`config.mk`:
```
export PLATFORM = sky130hd
export DESIGN_NAME = signed_integer_to_radix_digits
export DESIGN_NICKNAME = d
export VERILOG_FILES = /design/src/sv/sird_pkg.sv /design/src/sv/sird_ctrl.sv /design/src/sv/sird_dpath.sv /design/src/sv/signed_integer_to_radix_digits.sv
export SDC_FILE = /design/constraint.sdc
export NUM_CORES = 1
export LEC_CHECK = 0
export BUFFER_PORTS_ARGS = -buffer_cell sky130_fd_sc_hd__buf_2
export CORE_UTILIZATION = 55
export DETAILED_ROUTE_END_ITERATION = 7
export PLACE_DENSITY = 0.74
export REMOVE_ABC_BUFFERS = 1
export SYNTH_ARGS = -nofsm -noshare
export SYNTH_HDL_FRONTEND = slang
export SYNTH_SLANG_ARGS = --single-unit
```
`constraint.sdc`:
```
create_clock -name clk_i -period 12.55 [get_ports clk_i]
set_input_delay 1.8825 -clock clk_i [delete_from_list [all_inputs] [get_ports clk_i]]
set_output_delay 1.8825 -clock clk_i [all_outputs]
set_load 0.01 [all_outputs]
```
`src/sv/sird_pkg.sv`:
```
// Shared types and constants for the signed integer to radix digits converter.
// Holds the controller state encoding, the command and status bundles and the
// register indexes. No dependencies.
`default_nettype none

package sird_pkg;

  // Widths of the data path.
  localparam int unsigned DataW     = 32;  // input value
  localparam int unsigned CharW     = 8;   // one output symbol
  localparam int unsigned DigitW    = 4;   // one digit, radix up to 16
  localparam int unsigned RadixW    = 5;   // radix register
  localparam int unsigned SymTabW   = 64;  // one half of the symbol table
  localparam int unsigned CfgIdxW   = 2;
  localparam int unsigned MaxDigits = 32;
  localparam int unsigned CntW      = 6;   // holds 0 .. MaxDigits

  // The long division consumes this many dividend bits per cycle.
  localparam int unsigned BitsPerStep   = 8;
  localparam int unsigned StepsPerDigit = DataW / BitsPerStep;
  localparam int unsigned StepCntW      = $clog2(StepsPerDigit);

  localparam logic [CharW-1:0]  MinusSymbol = 8'h2D;
  localparam logic [RadixW-1:0] RadixMin    = 5'd2;
  localparam logic [RadixW-1:0] RadixMax    = 5'd16;

  // Register indexes on the configuration port.
  localparam logic [CfgIdxW-1:0] RegRadix   = 2'd0;
  localparam logic [CfgIdxW-1:0] RegSymLow  = 2'd1;
  localparam logic [CfgIdxW-1:0] RegSymHigh = 2'd2;

  // Reset values of the registers.
  localparam logic [RadixW-1:0]  RadixRst  = 5'd10;
  localparam logic [SymTabW-1:0] SymLowRst = 64'h3736_3534_3332_3130;  // "01234567"
  localparam logic [SymTabW-1:0] SymHighRst = 64'h4645_4443_4241_3938; // "89ABCDEF"

  typedef enum logic [1:0] {
    StIdle,
    StDivide,
    StSign,
    StDigits
  } sird_state_e;

  // Commands from the controller to the datapath.
  typedef struct packed {
    logic load;       // capture a new value
    logic div_step;   // run one slice of the long division
    logic div_push;   // this slice finishes a digit: push it
    logic out_sign;   // load the minus sign into the output register
    logic out_digit;  // load the top digit into the output register and pop it
  } sird_cmd_t;

  // Status from the datapath to the controller.
  typedef struct packed {
    logic negative;    // the value being converted is negative
    logic quot_zero;   // the quotient of the current division slice is zero
    logic last_digit;  // one digit is left on the stack
    logic out_free;    // the output register can take a character this cycle
  } sird_stat_t;

endpackage

`default_nettype wire

```
`src/sv/sird_ctrl.sv`:
```
// Controller of the radix converter: sequences load, division and output.
// Depends on sird_pkg.
`default_nettype none

module sird_ctrl (
  input  wire logic                clk_i,
  input  wire logic                rst_ni,
  input  wire logic                s_axis_tvalid,
  output logic                     s_axis_tready,
  input  wire sird_pkg::sird_stat_t stat_i,
  output sird_pkg::sird_cmd_t      cmd_o
);
  import sird_pkg::*;

  sird_state_e          state_q, state_d;
  logic [StepCntW-1:0]  step_q, step_d;

  always_ff @(posedge clk_i or negedge rst_ni) begin
    if (!rst_ni) begin
      state_q <= StIdle;
      step_q  <= '0;
    end else begin
      state_q <= state_d;
      step_q  <= step_d;
    end
  end

  always_comb begin
    state_d       = state_q;
    step_d        = step_q;
    cmd_o         = '0;
    s_axis_tready = 1'b0;
    unique case (state_q)
      StIdle: begin
        s_axis_tready = 1'b1;
        if (s_axis_tvalid) begin
          cmd_o.load = 1'b1;
          step_d     = '0;
          state_d    = StDivide;
        end
      end
      StDivide: begin
        cmd_o.div_step = 1'b1;
        step_d         = step_q + 1'b1;
        if (step_q == StepCntW'(StepsPerDigit - 1)) begin
          cmd_o.div_push = 1'b1;
          if (stat_i.quot_zero) begin
            state_d = stat_i.negative ? StSign : StDigits;
          end
        end
      end
      StSign: begin
        if (stat_i.out_free) begin
          cmd_o.out_sign = 1'b1;
          state_d        = StDigits;
        end
      end
      StDigits: begin
        if (stat_i.out_free) begin
          cmd_o.out_digit = 1'b1;
          if (stat_i.last_digit) begin
            state_d = StIdle;
          end
        end
      end
      default: begin
        state_d = StIdle;
      end
    endcase
  end

endmodule

`default_nettype wire

```
`src/sv/sird_dpath.sv`:
```
// Datapath of the radix converter: configuration registers, slice-wise long
// division, digit stack and output register. Depends on sird_pkg.
`default_nettype none

module sird_dpath (
  input  wire logic                  clk_i,
  input  wire logic                  rst_ni,
  input  wire logic                  cfg_we_i,
  input  wire logic [1:0]            cfg_idx_i,
  input  wire logic [63:0]           cfg_data_i,
  input  wire logic [31:0]           s_axis_tdata,
  output logic                       m_axis_tvalid,
  input  wire logic                  m_axis_tready,
  output logic [7:0]                 m_axis_tdata,
  output logic                       m_axis_tlast,
  input  wire sird_pkg::sird_cmd_t   cmd_i,
  output sird_pkg::sird_stat_t       stat_o
);
  import sird_pkg::*;

  // Configuration.
  logic [RadixW-1:0]  radix_q;
  logic [SymTabW-1:0] sym_low_q, sym_high_q;
  logic [RadixW-1:0]  radix_eff;

  always_ff @(posedge clk_i or negedge rst_ni) begin
    if (!rst_ni) begin
      radix_q    <= RadixRst;
      sym_low_q  <= SymLowRst;
      sym_high_q <= SymHighRst;
    end else if (cfg_we_i) begin
      if (cfg_idx_i == RegRadix)   radix_q    <= cfg_data_i[RadixW-1:0];
      if (cfg_idx_i == RegSymLow)  sym_low_q  <= cfg_data_i;
      if (cfg_idx_i == RegSymHigh) sym_high_q <= cfg_data_i;
    end
  end

  always_comb begin
    if (radix_q < RadixMin) begin
      radix_eff = RadixMin;
    end else if (radix_q > RadixMax) begin
      radix_eff = RadixMax;
    end else begin
      radix_eff = radix_q;
    end
  end

  // Long division. The work register starts as the magnitude and shifts left,
  // taking quotient bits in at the bottom; after a full pass it holds the
  // quotient and rem_d holds the digit, which is pushed while rem_q is cleared.
  logic [DataW-1:0]  work_q, work_d;
  logic [DigitW-1:0] rem_q, rem_d;
  logic              neg_q;
  logic [DigitW:0]   trial;

  always_comb begin
    rem_d  = rem_q;
    work_d = work_q;
    trial  = '0;
    for (int i = 0; i < BitsPerStep; i++) begin
      trial  = {rem_d, work_d[DataW-1]};
      work_d = {work_d[DataW-2:0], 1'b0};
      if (trial >= radix_eff) begin
        trial     = trial - radix_eff;
        work_d[0] = 1'b1;
      end
      rem_d = trial[DigitW-1:0];
    end
  end

  always_ff @(posedge clk_i) begin
    if (cmd_i.load) begin
      neg_q  <= s_axis_tdata[DataW-1];
      work_q <= s_axis_tdata[DataW-1] ? (DataW'(0) - s_axis_tdata) : s_axis_tdata;
      rem_q  <= '0;
    end else if (cmd_i.div_step) begin
      work_q <= work_d;
      rem_q  <= cmd_i.div_push ? '0 : rem_d;
    end
  end

  // Digit stack: the least significant digit is pushed first, so pops come
  // out most significant first. Entry 0 is the top.
  logic [DigitW-1:0] stk_q [MaxDigits];
  logic [CntW-1:0]   cnt_q;

  always_ff @(posedge clk_i) begin
    if (cmd_i.div_push) begin
      stk_q[0] <= rem_d;
      for (int i = 1; i < MaxDigits; i++) begin
        stk_q[i] <= stk_q[i-1];
      end
    end else if (cmd_i.out_digit) begin
      for (int i = 0; i < MaxDigits - 1; i++) begin
        stk_q[i] <= stk_q[i+1];
      end
    end
  end

  always_ff @(posedge clk_i or negedge rst_ni) begin
    if (!rst_ni) begin
      cnt_q <= '0;
    end else if (cmd_i.div_push) begin
      cnt_q <= cnt_q + 1'b1;
    end else if (cmd_i.out_digit) begin
      cnt_q <= cnt_q - 1'b1;
    end
  end

  // Symbol lookup for the digit on top of the stack.
  logic [2*SymTabW-1:0] sym_tab;
  logic [CharW-1:0]     top_sym;

  assign sym_tab = {sym_high_q, sym_low_q};
  assign top_sym = sym_tab[{stk_q[0], 3'b000} +: CharW];

  // Output register.
  logic             out_valid_q;
  logic [CharW-1:0] out_char_q;
  logic             out_last_q;
  logic             out_free;

  assign out_free = !out_valid_q || m_axis_tready;

  always_ff @(posedge clk_i or negedge rst_ni) begin
    if (!rst_ni) begin
      out_valid_q <= 1'b0;
    end else if (cmd_i.out_sign || cmd_i.out_digit) begin
      out_valid_q <= 1'b1;
    end else if (m_axis_tready) begin
      out_valid_q <= 1'b0;
    end
  end

  always_ff @(posedge clk_i) begin
    if (cmd_i.out_sign) begin
      out_char_q <= MinusSymbol;
      out_last_q <= 1'b0;
    end else if (cmd_i.out_digit) begin
      out_char_q <= top_sym;
      out_last_q <= (cnt_q == CntW'(1));
    end
  end

  assign m_axis_tvalid = out_valid_q;
  assign m_axis_tdata  = out_char_q;
  assign m_axis_tlast  = out_last_q;

  assign stat_o.negative   = neg_q;
  assign stat_o.quot_zero  = (work_d == '0);
  assign stat_o.last_digit = (cnt_q == CntW'(1));
  assign stat_o.out_free   = out_free;

endmodule

`default_nettype wire

```
`src/sv/signed_integer_to_radix_digits.sv`:
```
// Top level of the signed integer to radix digits converter.
// Instantiates sird_ctrl and sird_dpath; depends on sird_pkg.
//
//   Channel   Direction  Payload (lowest bit first)      Per transfer
//   s_axis    in         tdata[31:0] value (signed)      one value
//   m_axis    out        tdata[7:0] character, tlast     one character
//   cfg       in         idx 0 radix, 1 low symbols,     one register write
//                        2 high symbols
//
// A value is loaded first. Each digit then costs four slices of long division,
// eight dividend bits per cycle against the radix, and each output character
// is loaded into the output register once that register is free.
// Reset restores radix 10 and the symbols "0123456789ABCDEF". A stall on the
// output side holds the converter in its output phase; the input is taken
// again only once the previous string has been handed to the output register.
`default_nettype none

module signed_integer_to_radix_digits (
  input  wire logic        clk_i,
  input  wire logic        rst_ni,
  // Configuration write port.
  input  wire logic        cfg_we_i,
  input  wire logic [1:0]  cfg_idx_i,
  input  wire logic [63:0] cfg_data_i,
  // Input stream.
  input  wire logic        s_axis_tvalid,
  output logic             s_axis_tready,
  input  wire logic [31:0] s_axis_tdata,   // [31:0] value
  // Output stream.
  output logic             m_axis_tvalid,
  input  wire logic        m_axis_tready,
  output logic [7:0]       m_axis_tdata,   // [7:0] character
  output logic             m_axis_tlast    // last character of the string
);
  import sird_pkg::*;

  sird_cmd_t  cmd;
  sird_stat_t stat;

  // The controller walks through load, division slices, the optional sign and
  // the digit pops; it alone decides when a new value may be transferred in.
  sird_ctrl u_ctrl (
    .clk_i         (clk_i),
    .rst_ni        (rst_ni),
    .s_axis_tvalid (s_axis_tvalid),
    .s_axis_tready (s_axis_tready),
    .stat_i        (stat),
    .cmd_o         (cmd)
  );

  // The datapath holds the registers, the divider, the digit stack and the
  // output register that separates the converter from the consumer.
  sird_dpath u_dpath (
    .clk_i         (clk_i),
    .rst_ni        (rst_ni),
    .cfg_we_i      (cfg_we_i),
    .cfg_idx_i     (cfg_idx_i),
    .cfg_data_i    (cfg_data_i),
    .s_axis_tdata  (s_axis_tdata),
    .m_axis_tvalid (m_axis_tvalid),
    .m_axis_tready (m_axis_tready),
    .m_axis_tdata  (m_axis_tdata),
    .m_axis_tlast  (m_axis_tlast),
    .cmd_i         (cmd),
    .stat_o        (stat)
  );

endmodule

`default_nettype wire
```
==> results.md, run 1 <==
* Worst Reg-to-Reg Cells at 51
* Critical path's largest stage delay at 0.42 ns
* Utilization after layout at 63.2%
* Reg-to-reg critical path endpoint: u_ctrl.state_q[1]$_DFFE_PN0P_
* Routed vias at 10,700
* Final min period at 11.69 ns
* Reg2Reg Launch Point: u_dpath.radix_q[4]$_DFFE_PN0P_
* Startpoint types: flip-flop
* Root Buffer: clkbuf_16
* Post-synth top flop: edfxtp_1
* Slowest CP cell: mux2_2
* ANT nets after route at 0
* DRT iter0 DRCs at 711
* Initial Util at 56.0%
* Final Hold Violating Endpoints at 0
* Detailed Route WL at 32,500 um
* Fillers at 2,238
* I/O pin count at 114
* Share of cells above drive strength 1 at 28.2%
* Vias in the first global route at 11,100
* Status: complete, no violations
* Synth cell types at 59
* DR DRC count at 0
* Worst-Margin Slew at 0.980 ns
* Setup Viol. Count Final at 0
* WS Path Type: reg2reg
* Clk_lat worst skew at 0.51 ns
* GP Congestion at 0.887
* Core region area at 0.0287 mm2
* #FFs+latches synth at 318
* Most frequent cell on the critical path: ha_1
* Async set or reset register ratio after synthesis at 45.3%
* Final setup skew at 0.0133 ns
* YS warnings at 0
* Critical path arrival at 12.07 ns
* Htree depth at 2
* # port buffers at 113
* Total congestion overflow at 0
* EDFF count, synth at 161
* Synthesized cell area at 0.0161 mm2
* Maxcap violations at 0
* Synthesized area per cell at 11.4 um2
* Number of max-slew violations in the final report at 0
* Die span in x at 173 um
* # rows at 62
* Largest net degree at the start of global routing at 100
* Post-synthesis sequential area ratio at 54.6%
* Critical Path End: u_ctrl.state_q[1]$_DFFE_PN0P_
* GRT Overall Usage at 22.4%
* Die area at 0.0299 mm2
* Hold WC Path Type: reg2reg
* Worst hold slack at 0.463 ns
* Vias/cell at 5.55
* Die height at 173 um
* CTS buffer count at 35
* Clock Path Buffers at 3
* Area delta synth->final at 13.0%
* Commonest non-fill, non-tap cell in the layout: nand2_1
* R2r setup slk at 0.86 ns
* Reg clk slew, reported paths at 0.06 ns
* CP Launch Point: u_dpath.radix_q[4]$_DFFE_PN0P_
* Peak Freq at 0.0856 GHz
* Highest-count cells in the layout ignoring fill and taps: nand2_1 (450), edfxtp_1 (161), mux2_2 (143)
* CTS sink cnt at 318
* CTS tree: yes
* CP required at 12.93 ns
* First-pass GRT wire length at 54,500 um
* Final cycle utilization of the critical path at 93.1%
* Hpwl dp at 21,500 um
* WL/cell at 16.9 um
* Slew headroom at 34.6%
* Worst-path maximum fanout at 13
* Nets at 1,670
* Initial antenna violation count at 2
* CP Capture Type: flip-flop
* Syn Inst Count at 1,406
* DR pass1 iterations at 5
==> cell families (layout without fill, tap and decap cells) <==
| logic type | count (synthesis) | in the layout | synth area share (%) |
|---|---|---|---|
| buf+inv | 99 | 230 | 2.35 |
| flops | 318 | 318 | 54.6 |
| xor+xnor | 50 | 50 | 2.73 |
| compound gates | 149 | 149 | 5.76 |
| other cells | 0 | 1 | 0 |
| mux | 190 | 190 | 16.1 |
| simple gates | 543 | 543 | 13.7 |
| fa+ha+maj | 57 | 57 | 4.81 |
==> state kept, by name, indices dropped and copies added (netlist names), 2 cells and up <==
register and flops:
u_ctrl.step_q 2, u_dpath.rem_q 4, u_dpath.sym_low_q 64, u_dpath.stk_q 128, u_dpath.sym_high_q 64, u_dpath.radix_q 5
u_dpath.cnt_q 6, u_dpath.work_q 32, u_dpath.m_axis_tdata 8, u_ctrl.state_q 2
==> per-layer routing <==
metal	track usage [%]	wire length (um)
met5	0	10
met4	7.34	846
met3	4.13	1490
met2	37.2	15700
met1	30.0	14500
==> synthesized netlist by cell type (10+ instances only) <==
library cell	number	area [um2]
xor2_1	28	245
a21o_1	15	113
dfxtp_1	13	260
nor4_1	10	62.6
xnor2_1	22	193
mux4_2	40	901
nor2_1	31	116
mux2_2	143	1610
ha_1	49	613
a21oi_1	39	195
o21ai_0	48	240
nand2_1	453	1700
dfrtp_1	92	2300
inv_1	33	124
dfstp_2	52	1370
clkbuf_1	58	218
edfxtp_1	161	4830
==> critical path, delay by kind of cell (launching register included) <==
kind / cells / cell delay (ns)
compound gates: 23 / 4.64
fa+ha+maj: 8 / 2.45
mux: 6 / 2.12
buf+inv: 8 / 1.14
simple gates: 6 / 0.87
flops: 1 / 0.35
==> worst min path at each step <==
stage,from,end,slack (ns),cells after the start
finish,u_dpath.stk_q[0][120]$_DFFE_PP_,u_dpath.stk_q[0][124]$_DFFE_PP_,0.46,0
CTS,u_dpath.stk_q[0][120]$_DFFE_PP_,u_dpath.stk_q[0][124]$_DFFE_PP_,0.46,0
floorplan,u_dpath.stk_q[0][120]$_DFFE_PP_,u_dpath.stk_q[0][124]$_DFFE_PP_,0.43,0
global route,u_dpath.stk_q[0][121]$_DFFE_PP_,u_dpath.stk_q[0][125]$_DFFE_PP_,0.48,0
global placement,u_dpath.stk_q[0][120]$_DFFE_PP_,u_dpath.stk_q[0][124]$_DFFE_PP_,0.43,0
detailed placement,u_dpath.stk_q[0][120]$_DFFE_PP_,u_dpath.stk_q[0][124]$_DFFE_PP_,0.45,0
==> through the flow <==
step | instances | cell area, um2 | setup TNS [ns] | worst slack [ns]
after CTS | 1919 | 18100 | 0 | 0.681
after global routing | 1922 | 18100 | -0.0433 | -0.0433
after global placement | 1855 | 17000 | 0 | 1.29
after detailed placement | 1855 | 17000 | 0 | 0.744
final | 1922 | 18100 | 0 | 0.863
after floorplan | 1341 | 15800 | 0 | 1.07
==> final cells by class <==
cell class	instances	area [um2]	area share (%)
Antenna cell	1	2.50	0.0138
Timing Repair Buffer	132	714	3.94
Sequential cell	318	8760	48.3
Inverter	34	128	0.703
Tap cell	384	480	2.65
Multi-Input combinational cell	989	6960	38.4
Clock buffer	50	983	5.42
Clock inverter	14	111	0.614
==> what timing repair did <==
| action | CTS | global route |
|---|---|---|
| endpoints found under the setup margin | 0 | 3 |
| hold buffers | 0 | 0 |
| resized for setup | 0 | 3 |
| setup buffers | 0 | 2 |
Power of run 1 is not shown: default switching activity piles up to over one toggle a cycle in this logic, so the estimate is an artifact.
==> run 2, diff against run 1 <==
- SYNTH_HIERARCHICAL: default -> 1
==> run 2 against run 1 <==
Net effect: sequential share of layout area decreased by 0.65 points; utilization increased by 0.52 points; critical endpoint is now u_ctrl/state_q[1]$_DFFE_PN0P_; setup slack got worse by 0.17 ns.
==> results.md, run 2 <==
* Vias in the first global route at 10,700 (-2.9%)
* CTS sink cnt at 318 (unchanged)
* Die span in x at 174 um (+0.60%)
* Largest net degree at the start of global routing at 97 (-3.0%)
* Maxcap violations at 0 (unchanged)
* #FFs+latches synth at 318 (unchanged)
* Initial Util at 56.3% (+0.38 points)
* Hpwl dp at 21,000 um (-2.1%)
* Worst hold slack at 0.456 ns (-0.00649 ns)
* Synth top area share at 29.7% (-0.36 points)
* Critical path arrival at 12.23 ns (+0.16 ns)
* Worst-path maximum fanout at 10 (-3)
* Die height at 174 um (+0.60%)
* CP required at 12.93 ns (about the same)
* Final setup skew at 0.0272 ns (+0.0139 ns)
* WL/cell at 17.7 um (+4.6%)
* Synth cell types at 65 (+10%)
* Largest reg by FF count: u_dpath/stk_q
* Vias/cell at 5.72 (+3.0%)
* Reg clk slew, reported paths at 0.06 ns (about the same)
* Top Registers: u_dpath/stk_q x128, u_dpath/sym_high_q x64, u_dpath/sym_low_q x64
* Hold WC Path Type: reg2reg
* Post-synth top flop: edfxtp_1
* Final std cells w/o fill at 1,833 (-4.6%)
* Htree depth at 2 (unchanged)
* GP Congestion at 0.860 (-3.1%)
* DRT iter0 DRCs at 672 (-5.5%)
* First-pass GRT wire length at 53,800 um (-1.4%)
* Startpoint types: flip-flop
* Worst-Margin Slew at 1.21 ns (+0.231 ns)
* Total congestion overflow at 0 (unchanged)
* Most frequent cell on the critical path: ha_1
* Highest-count cells in the layout ignoring fill and taps: nand2_1 (257), mux2_2 (192), edfxtp_1 (161)
* # rows at 62 (unchanged)
* Post-synthesis sequential area ratio at 53.9% (-0.66 points)
* ANT nets after route at 0 (unchanged)
* Routed vias at 10,500 (-1.8%)
* # port buffers at 113 (unchanged)
* Area delta synth->final at 13.1%
* Share of cells above drive strength 1 at 33.5% (+5.2 points)
* Synthesized area per cell at 12.3 um2 (+8.1%)
* CTS buffer count at 35 (unchanged)
* Async set or reset register ratio after synthesis at 45.3% (unchanged)
* Area leader, netlist: edfxtp_1
* Final Hold Violating Endpoints at 0 (unchanged)
* I/O pin count at 114 (unchanged)
* Critical path's largest stage delay at 0.40 ns (-0.02 ns)
* Initial antenna violation count at 6 (+4)
* Clk_lat worst skew at 0.52 ns (about the same)
* WS Path Type: reg2reg
* Placement Cell Area at 0.0172 mm2 (+0.93%)
* Synth cell count leaders: nand2_1 (257), mux2_2 (192), edfxtp_1 (161)
* Root Buffer: clkbuf_16
* Slew headroom at 19.3% (-15 points)
* DR pass1 iterations at 7 (+2)
* Syn Inst Count at 1,317 (-6.3%)
* Ranking of synthesized cells by area: edfxtp_1 (30%), dfrtp_1 (14%), mux2_2 (13%), dfstp_2 (8.4%), nand2_1 (5.9%)
* Final Cell Area at 0.0184 mm2 (+1.4%)
* Commonest non-fill, non-tap cell in the layout: nand2_1
* Utilization after layout at 63.7% (+0.52 points)
* Core region area at 0.0289 mm2 (+0.54%)
* Final min period at 11.85 ns (+0.168 ns)
* YS warnings at 6 (+6)
* Detailed Route WL at 32,400 um (-0.22%)
* Placed insts at 1,764 (-4.9%)
* EDFF count, synth at 161 (unchanged)
* Peak Freq at 0.0844 GHz (-1.4%)
* Die area at 0.0302 mm2 (+1.2%)
* DR DRC count at 0 (unchanged)
* CP Capture Type: flip-flop
* Status: complete, no violations
* Final cycle utilization of the critical path at 94.5% (+1.3 points)
* GRT Overall Usage at 22.0% (-0.45 points)
* Fillers at 2,243 (+0.22%)
* Max reg flops at 128 (unchanged)
* Synthesized cell area at 0.0163 mm2 (+1.2%)
* Slowest CP cell: dfrtp_1
* CTS tree: yes
* Number of max-slew violations in the final report at 0 (unchanged)
* Most common cell in the netlist: nand2_1
* Clock Path Buffers at 3 (unchanged)
* Nets at 1,580 (-5.4%)
* Hold buffers post-CTS at 0 (unchanged)
* Setup Viol. Count Final at 0 (unchanged)
run 2: cell count changes after synthesis, moves of 6 or more:
cell	delta
and2_1	+7
nand2_1	-196
a21oi_1	+16
nor2_1	+25
mux2_2	+49
xor2_1	+8
o21ai_0	-21
nor2b_1	+7
clkbuf_1	-6
mux2i_1	+7
inv_1	+9
xnor2_1	-9
run 2: through the flow:
| step | setup WS, ns | setup TNS [ns] |
|---|---|---|
| floorplan | 1.15 | 0 |
| global placement | 0.715 | 0 |
| detailed placement | 0.108 | 0 |
| CTS | 0.0264 | 0 |
| global route | -0.00213 | -0.00213 |
| finish | 0.695 | 0 |
run 2: kinds of logic after synthesis:
| logic type | Yosys count | share of synthesized area [%] |
|---|---|---|
| and+or+nand+nor | 385 | 10.2 |
| muxes | 247 | 19.8 |
| DFF | 318 | 53.9 |
| xor gates and xnor gates | 49 | 2.64 |
| AOI/OAI and AO/OA | 154 | 6.09 |
| adders and majority gates | 58 | 4.83 |
| buffers and inverters | 106 | 2.56 |
run 2: area by class of cell:
cell class | count | area (um2) | area share (%)
sequential | 318 | 8760 | 47.7
clock buffer | 47 | 952 | 5.18
clock inverter | 17 | 209 | 1.14
multi-input combinational | 893 | 7130 | 38.8
tap | 384 | 480 | 2.61
inverter | 42 | 158 | 0.857
timing repair buffer | 129 | 692 | 3.76
antenna | 3 | 7.51 | 0.0408
run 2: worst paths after layout:
path                                           startpoint  slack [ns]                                 end  depth (start not counted)
max reg2reg                u_dpath/radix_q[2]$_DFFE_PN0P_        0.70       u_ctrl/state_q[1]$_DFFE_PN0P_                         48
min                        u_dpath/stk_q[30][1]$_DFFE_PP_        0.46      u_dpath/stk_q[31][1]$_DFFE_PP_                          0
max                        u_dpath/radix_q[2]$_DFFE_PN0P_        0.70       u_ctrl/state_q[1]$_DFFE_PN0P_                         48
min reg2reg                u_dpath/stk_q[30][1]$_DFFE_PP_        0.46      u_dpath/stk_q[31][1]$_DFFE_PP_                          0
min in group asynchronous                          rst_ni        1.38  u_dpath/sym_high_q[15]$_DFFE_PN0P_                          1
max in group asynchronous                          rst_ni        9.89      u_dpath/radix_q[4]$_DFFE_PN0P_                          2
run 2: worst max-delay path, delay by kind of cell (launching register included):
family                   cells  cell delay [ns]
flip-flops                   1             0.40
AO/OA/AOI/OAI               28             6.62
adder cells (fa/ha/maj)      8             2.59
AND/OR/NAND/NOR              6             0.74
buffers and inverters        3             0.34
multiplexers                 3             1.04
run 2: routing by layer:
metal | up-vias | track usage (%) | wire length, um
met2 | 222 | 35.6 | 15700
met5 | - | 0 | 35
li1 | 4957 | - | -
met4 | 6 | 7.35 | 921
met3 | 71 | 4.72 | 1680
met1 | 5224 | 29.6 | 14100
run 2: timing repair:
action                     CTS  global route
setup buffers                0             2
resized for setup            0             8
setup endpoints to repair    0            11
Power of run 2 is left out for the same reason.
